[src/uoas_pkg.sv]
`default_nettype none

package uoas_pkg;

    localparam int COUNT_BITS = 16;
    localparam int TIMER_BITS = 24;

    localparam int IN_TDATA_W  = 8;
    localparam int OUT_TDATA_W = 80;

    // Configuration register indexes
    localparam logic [2:0] REG_NEAR_THRESHOLD = 3'd0;
    localparam logic [2:0] REG_ECHO_TIMEOUT   = 3'd1;
    localparam logic [2:0] REG_STOP_TIME      = 3'd2;
    localparam logic [2:0] REG_REVERSE_TIME   = 3'd3;
    localparam logic [2:0] REG_TURN_TIME      = 3'd4;
    localparam logic [2:0] REG_SETTLE_TIME    = 3'd5;
    localparam logic [2:0] REG_FAST_DUTY      = 3'd6;
    localparam logic [2:0] REG_SLOW_DUTY      = 3'd7;

    // Motor modes
    localparam logic [2:0] MODE_STOP        = 3'd0;
    localparam logic [2:0] MODE_FORWARD     = 3'd1;
    localparam logic [2:0] MODE_REVERSE     = 3'd2;
    localparam logic [2:0] MODE_QUICK_LEFT  = 3'd3;
    localparam logic [2:0] MODE_SOFT_LEFT   = 3'd4;
    localparam logic [2:0] MODE_QUICK_RIGHT = 3'd5;
    localparam logic [2:0] MODE_SOFT_RIGHT  = 3'd6;
    localparam logic [2:0] MODE_NONE        = 3'd7;

    // Bridge pin patterns
    localparam logic [3:0] PINS_RESET   = 4'b0000;
    localparam logic [3:0] PINS_BRAKE   = 4'b1111;
    localparam logic [3:0] PINS_FORWARD = 4'b0101;
    localparam logic [3:0] PINS_REVERSE = 4'b1010;
    localparam logic [3:0] PINS_SPIN_L  = 4'b0110;
    localparam logic [3:0] PINS_SPIN_R  = 4'b1001;

    localparam logic [9:0] DUTY_MAX   = 10'd999;
    localparam logic [9:0] DUTY_RESET = 10'd333;

    typedef struct packed {
        logic [15:0] near_threshold;
        logic [15:0] echo_timeout;
        logic [23:0] stop_time;
        logic [23:0] reverse_time;
        logic [23:0] turn_time;
        logic [23:0] settle_time;
        logic [9:0]  fast_duty;
        logic [9:0]  slow_duty;
    } cfg_t;

    typedef struct packed {
        logic [2:0][COUNT_BITS-1:0] counts;   // index 0 front, 1 right, 2 left
        logic [2:0]                 invalid;
    } echo_stat_t;

    typedef struct packed {
        logic [3:0] pins;
        logic [9:0] duty_a;
        logic [9:0] duty_b;
        logic [2:0] mode;
    } drive_t;

    function automatic logic [9:0] duty_sat(input logic [9:0] d);
        return (d > DUTY_MAX) ? DUTY_MAX : d;
    endfunction

    function automatic logic [TIMER_BITS-1:0] timer_sat(input logic [23:0] d);
        logic [47:0] tmax;
        logic [47:0] ext;
        tmax = (48'd1 << TIMER_BITS) - 48'd1;
        ext  = 48'(d);
        return (ext > tmax) ? TIMER_BITS'(tmax) : TIMER_BITS'(ext);
    endfunction

    function automatic logic [15:0] count_disp(input logic [COUNT_BITS-1:0] c);
        return (c > COUNT_BITS'(32'h0000_FFFF)) ? 16'hFFFF : 16'(c);
    endfunction

    // Stop keeps the current duties; all other modes load them.
    function automatic drive_t apply_mode(input drive_t cur, input logic [2:0] m,
                                          input logic [9:0] fast, input logic [9:0] slow);
        drive_t     d;
        logic [9:0] f;
        logic [9:0] s;
        f      = duty_sat(fast);
        s      = duty_sat(slow);
        d      = cur;
        d.mode = m;
        case (m)
            MODE_STOP:        d.pins = PINS_BRAKE;
            MODE_FORWARD:     begin d.pins = PINS_FORWARD; d.duty_a = f; d.duty_b = f; end
            MODE_REVERSE:     begin d.pins = PINS_REVERSE; d.duty_a = f; d.duty_b = f; end
            MODE_QUICK_LEFT:  begin d.pins = PINS_SPIN_L;  d.duty_a = f; d.duty_b = f; end
            MODE_SOFT_LEFT:   begin d.pins = PINS_FORWARD; d.duty_a = s; d.duty_b = f; end
            MODE_QUICK_RIGHT: begin d.pins = PINS_SPIN_R;  d.duty_a = f; d.duty_b = f; end
            default:          begin d.pins = PINS_FORWARD; d.duty_a = f; d.duty_b = s; end
        endcase
        return d;
    endfunction

endpackage

`default_nettype wire

[src/uoas_echo.sv]
`default_nettype none

module uoas_echo
    import uoas_pkg::*;
(
    input  wire logic        clk,
    input  wire logic        rst_n,
    input  wire logic        accept,
    input  wire logic [2:0]  levels,
    input  wire logic [15:0] echo_timeout,
    output echo_stat_t       stat_next
);

    logic [2:0]                 prev_reg;
    logic [COUNT_BITS-1:0]      counter_reg;
    logic [COUNT_BITS-1:0]      counter_next;
    logic [2:0][COUNT_BITS-1:0] counts_reg;
    logic [2:0]                 invalid_reg;
    logic [2:0]                 fell;
    logic                       timed_out;

    assign fell      = prev_reg & ~levels;
    assign timed_out = counter_reg > COUNT_BITS'(echo_timeout);

    // A falling edge latches the count held before this tick.
    always_comb
    begin
        for (int i = 0; i < 3; i++)
        begin
            if (fell[i])
            begin
                stat_next.counts[i]  = counter_reg;
                stat_next.invalid[i] = timed_out;
            end
            else
            begin
                stat_next.counts[i]  = counts_reg[i];
                stat_next.invalid[i] = invalid_reg[i];
            end
        end
    end

    always_comb
    begin
        if (levels[0] && !prev_reg[0])
            counter_next = '0;
        else if (counter_reg != '1)
            counter_next = counter_reg + COUNT_BITS'(1);
        else
            counter_next = counter_reg;
    end

    always_ff @(posedge clk or negedge rst_n)
    begin
        if (!rst_n)
        begin
            prev_reg    <= '0;
            counter_reg <= '0;
            counts_reg  <= '0;
            invalid_reg <= '0;
        end
        else if (accept)
        begin
            prev_reg    <= levels;
            counter_reg <= counter_next;
            counts_reg  <= stat_next.counts;
            invalid_reg <= stat_next.invalid;
        end
    end

endmodule

`default_nettype wire

[src/uoas_seq.sv]
`default_nettype none

module uoas_seq
    import uoas_pkg::*;
(
    input  wire logic       clk,
    input  wire logic       rst_n,
    input  wire logic       accept,
    input  wire cfg_t       cfg,
    input  wire echo_stat_t echo,
    output drive_t          drive_next
);

    typedef enum logic [4:0] {
        PH_DECIDE  = 5'b00001,
        PH_STOP    = 5'b00010,
        PH_REVERSE = 5'b00100,
        PH_TURN    = 5'b01000,
        PH_SETTLE  = 5'b10000
    } phase_t;

    phase_t                phase_reg;
    phase_t                phase_next;
    logic [TIMER_BITS-1:0] timer_reg;
    logic [TIMER_BITS-1:0] timer_next;
    drive_t                drive_reg;

    logic [TIMER_BITS-1:0] t_stop;
    logic [TIMER_BITS-1:0] t_reverse;
    logic [TIMER_BITS-1:0] t_turn;
    logic [TIMER_BITS-1:0] t_settle;
    logic [COUNT_BITS-1:0] th;
    logic [COUNT_BITS-1:0] cf;
    logic [COUNT_BITS-1:0] cr;
    logic [COUNT_BITS-1:0] cl;
    logic                  f_near;
    logic                  r_near;
    logic                  l_near;
    logic                  r_ranks_lower;
    logic                  r_ranks_higher;

    phase_t                dec_phase;
    logic [TIMER_BITS-1:0] dec_timer;
    drive_t                dec_drive;

    assign t_stop    = timer_sat(cfg.stop_time);
    assign t_reverse = timer_sat(cfg.reverse_time);
    assign t_turn    = timer_sat(cfg.turn_time);
    assign t_settle  = timer_sat(cfg.settle_time);

    assign th     = COUNT_BITS'(cfg.near_threshold);
    assign cf     = echo.counts[0];
    assign cr     = echo.counts[1];
    assign cl     = echo.counts[2];
    assign f_near = cf < th;
    assign r_near = cr < th;
    assign l_near = cl < th;

    // An invalid reading ranks below every valid count.
    always_comb
    begin
        if (echo.invalid[1] && echo.invalid[2])
        begin
            r_ranks_lower  = 1'b0;
            r_ranks_higher = 1'b0;
        end
        else if (echo.invalid[1] || echo.invalid[2])
        begin
            r_ranks_lower  = echo.invalid[1];
            r_ranks_higher = echo.invalid[2];
        end
        else
        begin
            r_ranks_lower  = cr < cl;
            r_ranks_higher = cr > cl;
        end
    end

    always_comb
    begin
        dec_drive = drive_reg;
        if (echo.invalid != 3'b000)
        begin
            dec_phase = PH_SETTLE;
            dec_timer = t_settle;
        end
        else if (f_near && r_near && l_near)
        begin
            dec_drive = apply_mode(drive_reg, MODE_STOP, cfg.fast_duty, cfg.slow_duty);
            dec_phase = PH_STOP;
            dec_timer = t_stop;
        end
        else if (r_near && (cr < cl))
        begin
            dec_drive = apply_mode(drive_reg, MODE_SOFT_LEFT, cfg.fast_duty, cfg.slow_duty);
            dec_phase = PH_TURN;
            dec_timer = t_turn;
        end
        else if (l_near && (cr > cl))
        begin
            dec_drive = apply_mode(drive_reg, MODE_SOFT_RIGHT, cfg.fast_duty, cfg.slow_duty);
            dec_phase = PH_TURN;
            dec_timer = t_turn;
        end
        else
        begin
            dec_drive = apply_mode(drive_reg, MODE_FORWARD, cfg.fast_duty, cfg.slow_duty);
            dec_phase = PH_SETTLE;
            dec_timer = t_settle;
        end
    end

    always_comb
    begin
        phase_next = phase_reg;
        timer_next = timer_reg;
        drive_next = drive_reg;
        if (phase_reg != PH_DECIDE && timer_reg > TIMER_BITS'(1))
        begin
            timer_next = timer_reg - TIMER_BITS'(1);
        end
        else
        begin
            case (phase_reg)
                PH_STOP:
                begin
                    drive_next = apply_mode(drive_reg, MODE_REVERSE,
                                            cfg.fast_duty, cfg.slow_duty);
                    phase_next = PH_REVERSE;
                    timer_next = t_reverse;
                end
                PH_REVERSE:
                begin
                    if (r_ranks_lower)
                    begin
                        drive_next = apply_mode(drive_reg, MODE_QUICK_LEFT,
                                                cfg.fast_duty, cfg.slow_duty);
                        phase_next = PH_TURN;
                        timer_next = t_turn;
                    end
                    else if (r_ranks_higher)
                    begin
                        drive_next = apply_mode(drive_reg, MODE_QUICK_RIGHT,
                                                cfg.fast_duty, cfg.slow_duty);
                        phase_next = PH_TURN;
                        timer_next = t_turn;
                    end
                    else
                    begin
                        phase_next = PH_SETTLE;
                        timer_next = t_settle;
                    end
                end
                PH_TURN:
                begin
                    phase_next = PH_SETTLE;
                    timer_next = t_settle;
                end
                default:
                begin
                    // Decide, and the end of a settle wait, pick the next maneuver.
                    drive_next = dec_drive;
                    phase_next = dec_phase;
                    timer_next = dec_timer;
                end
            endcase
        end
    end

    always_ff @(posedge clk or negedge rst_n)
    begin
        if (!rst_n)
        begin
            phase_reg        <= PH_DECIDE;
            timer_reg        <= '0;
            drive_reg.pins   <= PINS_RESET;
            drive_reg.duty_a <= DUTY_RESET;
            drive_reg.duty_b <= DUTY_RESET;
            drive_reg.mode   <= MODE_NONE;
        end
        else if (accept)
        begin
            phase_reg <= phase_next;
            timer_reg <= timer_next;
            drive_reg <= drive_next;
        end
    end

endmodule

`default_nettype wire

[src/ultrasonic_obstacle_avoid_sequencer.sv]
// Latency: a result word is valid in the cycle after its input word is accepted.
// Throughput: one input word per cycle; the output register is refilled in the
// same cycle it is taken, so only a stalled master side holds off the slave side.
// Reset (rst_n low, asynchronous): echo state and timer cleared, sequencer at
// decide, drive pins 0, duties 333, mode none, configuration at its defaults.
`default_nettype none

module ultrasonic_obstacle_avoid_sequencer
    import uoas_pkg::*;
(
    input  wire logic                   clk,
    input  wire logic                   rst_n,
    input  wire logic                   s_tvalid,
    output logic                        s_tready,
    input  wire logic [IN_TDATA_W-1:0]  s_tdata,   // front_echo, right_echo, left_echo
    output logic                        m_tvalid,
    input  wire logic                   m_tready,
    // dir_pins, duty_a, duty_b, drive_mode, front_count, right_count, left_count,
    // invalid_flags
    output logic [OUT_TDATA_W-1:0]      m_tdata,
    input  wire logic                   cfg_valid,
    output logic                        cfg_ready,
    input  wire logic [2:0]             cfg_index,
    input  wire logic [23:0]            cfg_data
);

    cfg_t                   cfg_reg;
    logic                   accept;
    echo_stat_t             echo_next;
    drive_t                 drive_next;
    logic                   m_tvalid_reg;
    logic [OUT_TDATA_W-1:0] m_tdata_reg;
    logic [OUT_TDATA_W-1:0] m_tdata_next;

    assign s_tready  = !m_tvalid_reg || m_tready;
    assign accept    = s_tvalid && s_tready;
    assign cfg_ready = 1'b1;
    assign m_tvalid  = m_tvalid_reg;
    assign m_tdata   = m_tdata_reg;

    always_ff @(posedge clk or negedge rst_n)
    begin
        if (!rst_n)
        begin
            cfg_reg.near_threshold <= 16'd2353;
            cfg_reg.echo_timeout   <= 16'd60000;
            cfg_reg.stop_time      <= 24'd50000;
            cfg_reg.reverse_time   <= 24'd500000;
            cfg_reg.turn_time      <= 24'd800000;
            cfg_reg.settle_time    <= 24'd100000;
            cfg_reg.fast_duty      <= 10'd300;
            cfg_reg.slow_duty      <= 10'd100;
        end
        else if (cfg_valid && cfg_ready)
        begin
            case (cfg_index)
                REG_NEAR_THRESHOLD: cfg_reg.near_threshold <= cfg_data[15:0];
                REG_ECHO_TIMEOUT:   cfg_reg.echo_timeout   <= cfg_data[15:0];
                REG_STOP_TIME:      cfg_reg.stop_time      <= cfg_data;
                REG_REVERSE_TIME:   cfg_reg.reverse_time   <= cfg_data;
                REG_TURN_TIME:      cfg_reg.turn_time      <= cfg_data;
                REG_SETTLE_TIME:    cfg_reg.settle_time    <= cfg_data;
                REG_FAST_DUTY:      cfg_reg.fast_duty      <= cfg_data[9:0];
                REG_SLOW_DUTY:      cfg_reg.slow_duty      <= cfg_data[9:0];
                default:            cfg_reg <= cfg_reg;
            endcase
        end
    end

    uoas_echo u_echo (
        .clk          (clk),
        .rst_n        (rst_n),
        .accept       (accept),
        .levels       (s_tdata[2:0]),
        .echo_timeout (cfg_reg.echo_timeout),
        .stat_next    (echo_next)
    );

    uoas_seq u_seq (
        .clk        (clk),
        .rst_n      (rst_n),
        .accept     (accept),
        .cfg        (cfg_reg),
        .echo       (echo_next),
        .drive_next (drive_next)
    );

    assign m_tdata_next = {2'b00,
                           echo_next.invalid,
                           count_disp(echo_next.counts[2]),
                           count_disp(echo_next.counts[1]),
                           count_disp(echo_next.counts[0]),
                           drive_next.mode,
                           drive_next.duty_b,
                           drive_next.duty_a,
                           drive_next.pins};

    always_ff @(posedge clk or negedge rst_n)
    begin
        if (!rst_n)
            m_tvalid_reg <= 1'b0;
        else if (s_tready)
            m_tvalid_reg <= s_tvalid;
    end

    always_ff @(posedge clk)
    begin
        if (accept)
            m_tdata_reg <= m_tdata_next;
    end

endmodule

`default_nettype wire

[config.mk]
export PLATFORM = sky130hd
export DESIGN_NAME = ultrasonic_obstacle_avoid_sequencer
export DESIGN_NICKNAME = d
export VERILOG_FILES = /design/src/uoas_pkg.sv /design/src/uoas_echo.sv /design/src/uoas_seq.sv /design/src/ultrasonic_obstacle_avoid_sequencer.sv
export SDC_FILE = /design/constraint.sdc
export NUM_CORES = 1
export LEC_CHECK = 0
export ABC_CLOCK_PERIOD_IN_PS = 4700
export BUFFER_PORTS_ARGS = -buffer_cell sky130_fd_sc_hd__buf_2
export CAP_MARGIN = 40
export CORE_UTILIZATION = 61
export CTS_CLUSTER_SIZE = 14
export DETAILED_ROUTE_END_ITERATION = 10
export PLACE_DENSITY = 0.8
export SLEW_MARGIN = 10
export SYNTH_ARGS = -nofsm -noshare
export SYNTH_HDL_FRONTEND = slang
export SYNTH_SLANG_ARGS = --single-unit
[constraint.sdc]
create_clock -name clk -period 4.7 [get_ports clk]
set_input_delay 0.705 -clock clk [delete_from_list [all_inputs] [get_ports clk]]
set_output_delay 0.705 -clock clk [all_outputs]
set_load 0.02 [all_outputs]
Yosys cells after proc, flatten, opt, wreduce, memory -nomap -nowiden

Cells that the tools add are included.

Input port bits: 40
Flip-flop bits (word level): 353
Output and inout bits: 83
Logic and storage cells: 116

Reductions and logical operators: 25
Bitwise operators: 3
Multiplexer cells: 37
Eq/ne operators: 12
$add $sub $neg: 2
Order comparisons: 12

Operators with widths:

| kind                                                 | count |
|---|---|
| two-way mux 24 bit                                   | 7 |
| two-way mux 27 bit                                   | 5 |
| case mux 27 bit (3 select lines)                     | 1 |
| two-way mux 16 bit                                   | 5 |
| case mux 24 bit (3 select lines)                     | 1 |
| less-than comparator 16 bit                          | 4 |
| > comparator 16 bit (second input constant)          | 3 |
| > comparator 16 bit                                  | 2 |
| two-way mux 5 bit                                    | 6 |
| > comparator 24 x 1 -> 1 bit (second input constant) | 1 |
| subtractor 24 x 1 -> 24 bit (second input constant)  | 1 |
| two-way mux 23 bit                                   | 1 |
| > comparator 10 bit (second input constant)          | 2 |
| two-way mux 10 bit                                   | 2 |
| AND reduction 2 bit                                  | 10 |
| adder 16 x 1 -> 16 bit (second input constant)       | 1 |
| != test 16 bit (second input constant)               | 1 |
| case mux 5 bit (3 select lines)                      | 1 |
| two-way mux 13 bit                                   | 1 |
| == test 3 bit (second input constant)                | 4 |
| logical AND 1 bit                                    | 8 |
| two-way mux 1 bit                                    | 7 |
| == test 3 x 2 -> 1 bit (second input constant)       | 2 |
| == test 5 x 2 -> 1 bit (second input constant)       | 1 |
| other kinds (12)                                     | 14 |

Depth between registers and ports, before layout

Depth in word-level cells: 11
Depth in mapped cells: 17
Depth with buffers taken out: 13

Cells and area by module

Synthesis repeated with hierarchy kept, for this count alone.

Cells, all modules: 1,682
Area, all modules: 18,834.3 µm²

Modules (own cells, without submodules):

| module                              | times used | seq. area each (µm²) | cells an instance | area an instance (µm²) |
|---|---|---|---|---|
| ultrasonic_obstacle_avoid_sequencer | 1          | 6,125.9              | 409               | 8,126.5 |
| uoas_seq                            | 1          | 1,418.9              | 866               | 6,691.4 |
| uoas_echo                           | 1          | 1,751.7              | 407               | 4,016.4 |

Worst setup path after synthesis

No wires, ideal clock.

Path kind: input-to-reg
Start point: in m_tready
End point: reg m_tdata_reg[0], in the netlist m_tdata[0] (enable)
Required time: 4,228 ps
Buffers on the path: 3
Cell stages on the path: 6
Data arrival time: 4,045 ps
Setup slack: 183 ps
Setup time: 472 ps
Cell sequence: nand2b_1 nand2_1 clkinv_1 clkbuf_1 clkbuf_1 buf_1

Cells in the longest elaborated chain, start to end: 2

Ends and longest elaborated chain:

| item                 | line                                       | RTL |
|---|---|---|
| start, declared      | ultrasonic_obstacle_avoid_sequencer.sv:17  | `input wire logic m_tready,` |
| logical OR 1 bit     | ultrasonic_obstacle_avoid_sequencer.sv:35  | `assign s_tready = !m_tvalid_reg \|\| m_tready;` |
| logical AND 1 bit    | ultrasonic_obstacle_avoid_sequencer.sv:36  | `assign accept = s_tvalid && s_tready;` |
| named net accept     | ultrasonic_obstacle_avoid_sequencer.sv:28  | `logic accept;` |
| end signal, assigned | ultrasonic_obstacle_avoid_sequencer.sv:109 | `m_tdata_reg <= m_tdata_next;` |
| end, declared        | ultrasonic_obstacle_avoid_sequencer.sv:32  | `logic [OUT_TDATA_W-1:0] m_tdata_reg;` |

The timed path passes the listed nets, and every way through them passes these cells.
A chain may end at the register's enable or synchronous reset.

Worst setup path after layout

Start point: reg u_echo.counter_reg[15]
End point: reg u_seq.timer_reg[19]

Cells in the longest elaborated chain, start to end: 9
Elaborated cells on any way between the ends: 31
Classes of those cells: order compare (6); mux (18); reduce/logical (7)

Ends and longest elaborated chain:

| item                                                      | line                             | RTL |
|---|---|---|
| start, declared                                           | uoas_echo.sv:15                  | `logic [COUNT_BITS-1:0] counter_reg;` |
| start signal, assigned                                    | uoas_echo.sv:65                  | `counter_reg <= counter_next;` |
| two-way mux 16 bit or > comparator 16 bit (tied branches) | uoas_echo.sv:30, uoas_echo.sv:23 |  |
| less-than comparator 16 bit (tied with other cells)       | uoas_seq.sv:57                   | `assign l_near = cl < th;` |
| logical AND 1 bit or logical OR 1 bit (tied branches)     | uoas_seq.sv:99, uoas_seq.sv:67   |  |
| two-way mux 24 bit or two-way mux 1 bit (tied branches)   | uoas_seq.sv:99, uoas_seq.sv:67   |  |
| two-way mux 24 bit or two-way mux 1 bit (tied branches)   | uoas_seq.sv:93, uoas_seq.sv:62   |  |
| two-way mux 24 bit, on equally long branches              | uoas_seq.sv:87, uoas_seq.sv:141  |  |
| two-way mux 24 bit, on equally long branches              | uoas_seq.sv:82, uoas_seq.sv:134  |  |
| case mux 24 bit (3 select lines) *                        | uoas_seq.sv:124                  | `case (phase_reg)` |
| two-way mux 24 bit *                                      | uoas_seq.sv:118                  | `if (phase_reg != PH_DECIDE && timer_reg > TIMER_BITS'(1))` |
| end signal, assigned                                      | uoas_seq.sv:184                  | `timer_reg <= timer_next;` |
| end, declared                                             | uoas_seq.sv:24                   | `logic [TIMER_BITS-1:0] timer_reg;` |

Mark *: on every way between the ends. The rest lies on a longest branch, timed or not.

==> results.txt <==
CTS tree = built
Worst EP arrival = 4660 ps
reg2reg setup slack = 460 ps
total track usage = 33.3%
Final Cell Area = 21500 um2
final WL = 51.8 mm
first-pass detailed-route iteration total = 5
total clock sinks = 353
chip height = 179 um
Final ANT Viol Nets = 0
fin nets = 2081
Num CTS Buffers = 38
WL per Instance = 21.7 um
worst min-delay path class = input pin to async pin
kind of critical path = register to register
max-slew violation count = 0
critical path endpoint category = register
fill count = 2241
grt ovf = 0
largest net degree at the start of global routing = 114
most used cell, CP = o21ai_1
slowest CP cell = nor4_1
Slew @ Worst Pin = 1020 ps
placed cell area = 20100 um2
RR Startpoint = u_echo.counter_reg[15]
Max VDD drop = 0.377 mV
Reg2Reg Depth = 11
Seq/Total Area, Yosys = 48.9%
core area = 30600 um2
Syn Inst Count = 1851
max reg flops = 148
DR vias = 15449
Root Driver = clkbuf_16
Worst slew margin = 32.3%
layout cells sized above 1 = 23.9%
synthesized cell area = 19000 um2
CTS-repair resized insts = 0
clk_lat worst skew = 530 ps
number of flops mapped to enable cells by yosys = 78
most frequent cells in the layout = nand2_1 (322), dfrtp_1 (217), o21ai_0 (148), mux2_2 (133), buf_2 (113)
Die Area = 31900 um2
YS warnings = 0
fin crit share = 90.3%
fin crit period = 4240 ps
initial antenna violation count = 0
reg2reg end = u_seq.timer_reg[19]
leakage = 0.00958 uW
Sum Neg Setup Slack = 0 ps
FFs w/ async S/R, synth = 77.9%
commonest non-fill, non-tap cell in the layout = nand2_1
CP Launch Point = u_echo.counter_reg[15]
crit-path cells = ha_1 -> nand4_1 -> nor4_1 -> a21bo_2 -> a31oi_4 -> o21ai_1 -> a22oi_2 -> o21ai_1 -> buf_4 -> a221o_1 -> a31o_2
# rows = 64
CP startpoint kind = register
Setup violations, final = 0
endpoints failing hold = 0
max_cap viols = 0
die width = 179 um
Post-CTS Setup Repair Bufs = 0
Post-route DRC = 0
n_diodes = 0
vias in the first global route = 15113
critical path fanouts, max = 9
CTS HTree Levels = 2
# IOs = 123
initial core utilization = 62.1%
Clock Tree Buf Depth = 3
total power = 10600 uW
Post-Place Cells = 2319
Worst Path Required = 5120 ps
count of different cell masters after synthesis = 102
vias per cell = 6.47
Most used DFF post-synth = dfrtp_1
worst clock skew = 17.0 ps
DR iter-0 viols = 1570
RSZ-0062 raised after global routing = no
Post-Layout Cell Count = 2389
FF+latch count, synth = 353
Port Buffers = 114
Pwr Density = 493 nW/um2
post-DP HPWL = 35.6 mm
Max Fclk = 0.236 GHz
CTS Hold Bufs = 0
capture point of the critical path = u_seq.timer_reg[19]
clock transition at the registers of the reported paths = 60 ps
outcome = finished clean
routability cong. = 0.933
first-pass GRT wire length = 81.8 mm
Critical Path Max Stage Delay = 630 ps
synthesized area per cell = 10.3 um2
area grow syn2layout = 12.9%
Core Util, Final = 70.2%
through the flow:
step / worst slack, ps / hold slack (ps)
6_report: 455 / 174
5_1_grt: 287 / 320
4_1_cts: 491 / 283
3_5_place_dp: 123 / 463
3_3_place_gp: 210 / 452
2_1_floorplan: 183 / 409
worst min path at each step:
stage                     startpoint  depth (start not counted)                     to
3_5_place_dp   u_echo.counts_reg[25]                          2  u_echo.counts_reg[25]
2_1_floorplan                  rst_n                          0             cfg_reg[0]
3_3_place_gp   u_echo.counts_reg[12]                          2  u_echo.counts_reg[12]
6_report                       rst_n                          1    u_seq.drive_reg[10]
5_1_grt                        rst_n                          1    u_seq.drive_reg[10]
4_1_cts                        rst_n                          1    u_seq.drive_reg[12]
area by class of cell:
| class | count | area (um2) | share of cell area (%) |
|---|---|---|---|
| clock buffers | 53 | 1130 | 5.27 |
| clock inverters | 17 | 200 | 0.932 |
| inverters | 69 | 262 | 1.22 |
| multi-input cells | 1331 | 9030 | 42.1 |
| flip-flops and latches | 353 | 9300 | 43.3 |
| well taps | 396 | 495 | 2.31 |
| repair buffers | 170 | 1050 | 4.90 |
cells by family (layout without fill, tap and decap cells):
| logic type | Yosys count | after routing | synth area share, % |
|---|---|---|---|
| AO/OA/AOI/OAI | 473 | 473 | 17.0 |
| XOR/XNOR | 14 | 14 | 0.685 |
| adder cells (fa/ha/maj) | 78 | 78 | 5.13 |
| buffers and inverters | 168 | 309 | 3.77 |
| flip-flops | 353 | 353 | 48.9 |
| multiplexers | 182 | 182 | 10.6 |
| other | 2 | 3 | 0.0395 |
| AND/OR/NAND/NOR | 581 | 581 | 13.8 |
cells in the mapped netlist (10+ instances only):
cell type | instances | area (um2)
nor3_1 | 36 | 180
a211oi_1 | 23 | 173
a221oi_1 | 13 | 114
mux2i_1 | 44 | 440
nand2_1 | 323 | 1210
nand2b_1 | 11 | 68.8
clkbuf_1 | 70 | 263
dfrtp_1 | 217 | 5430
o211ai_1 | 23 | 173
or3_1 | 11 | 68.8
mux2_2 | 133 | 1500
a31oi_1 | 18 | 113
a21oi_1 | 80 | 400
nor2_1 | 91 | 342
and3_1 | 10 | 62.6
nand4_1 | 20 | 125
o21ai_0 | 148 | 741
edfxtp_1 | 78 | 2340
a221o_1 | 13 | 130
buf_2 | 12 | 60.1
dfstp_2 | 58 | 1520
a2bb2oi_1 | 11 | 96.3
inv_1 | 63 | 236
nand3_1 | 23 | 115
ha_1 | 78 | 976
a21o_1 | 15 | 113
per-layer routing:
metal  track usage (%)  routed length, um  up-vias
li1                  -                  -     6975
met1              46.5              21900     7578
met2              51.9              23600      757
met3              4.99               4380      139
met4              13.8               1920        0
met5                 0                  0        -
worst max-delay path, delay by kind of cell (launching register included):
family / cells / cell delay [ps]
flip-flops: 1 / 520
buffers and inverters: 1 / 270
adder cells (fa/ha/maj): 1 / 410
AO/OA/AOI/OAI: 7 / 2100
AND/OR/NAND/NOR: 2 / 840
power by group:
group	switching [uW]	internal (uW)	total (uW)
sequential	367	3680	4050
combinational	2000	1390	3390
clock	1240	1910	3150
total	3610	6980	10600
No activity file was read; power rests on OpenSTA's default activity.
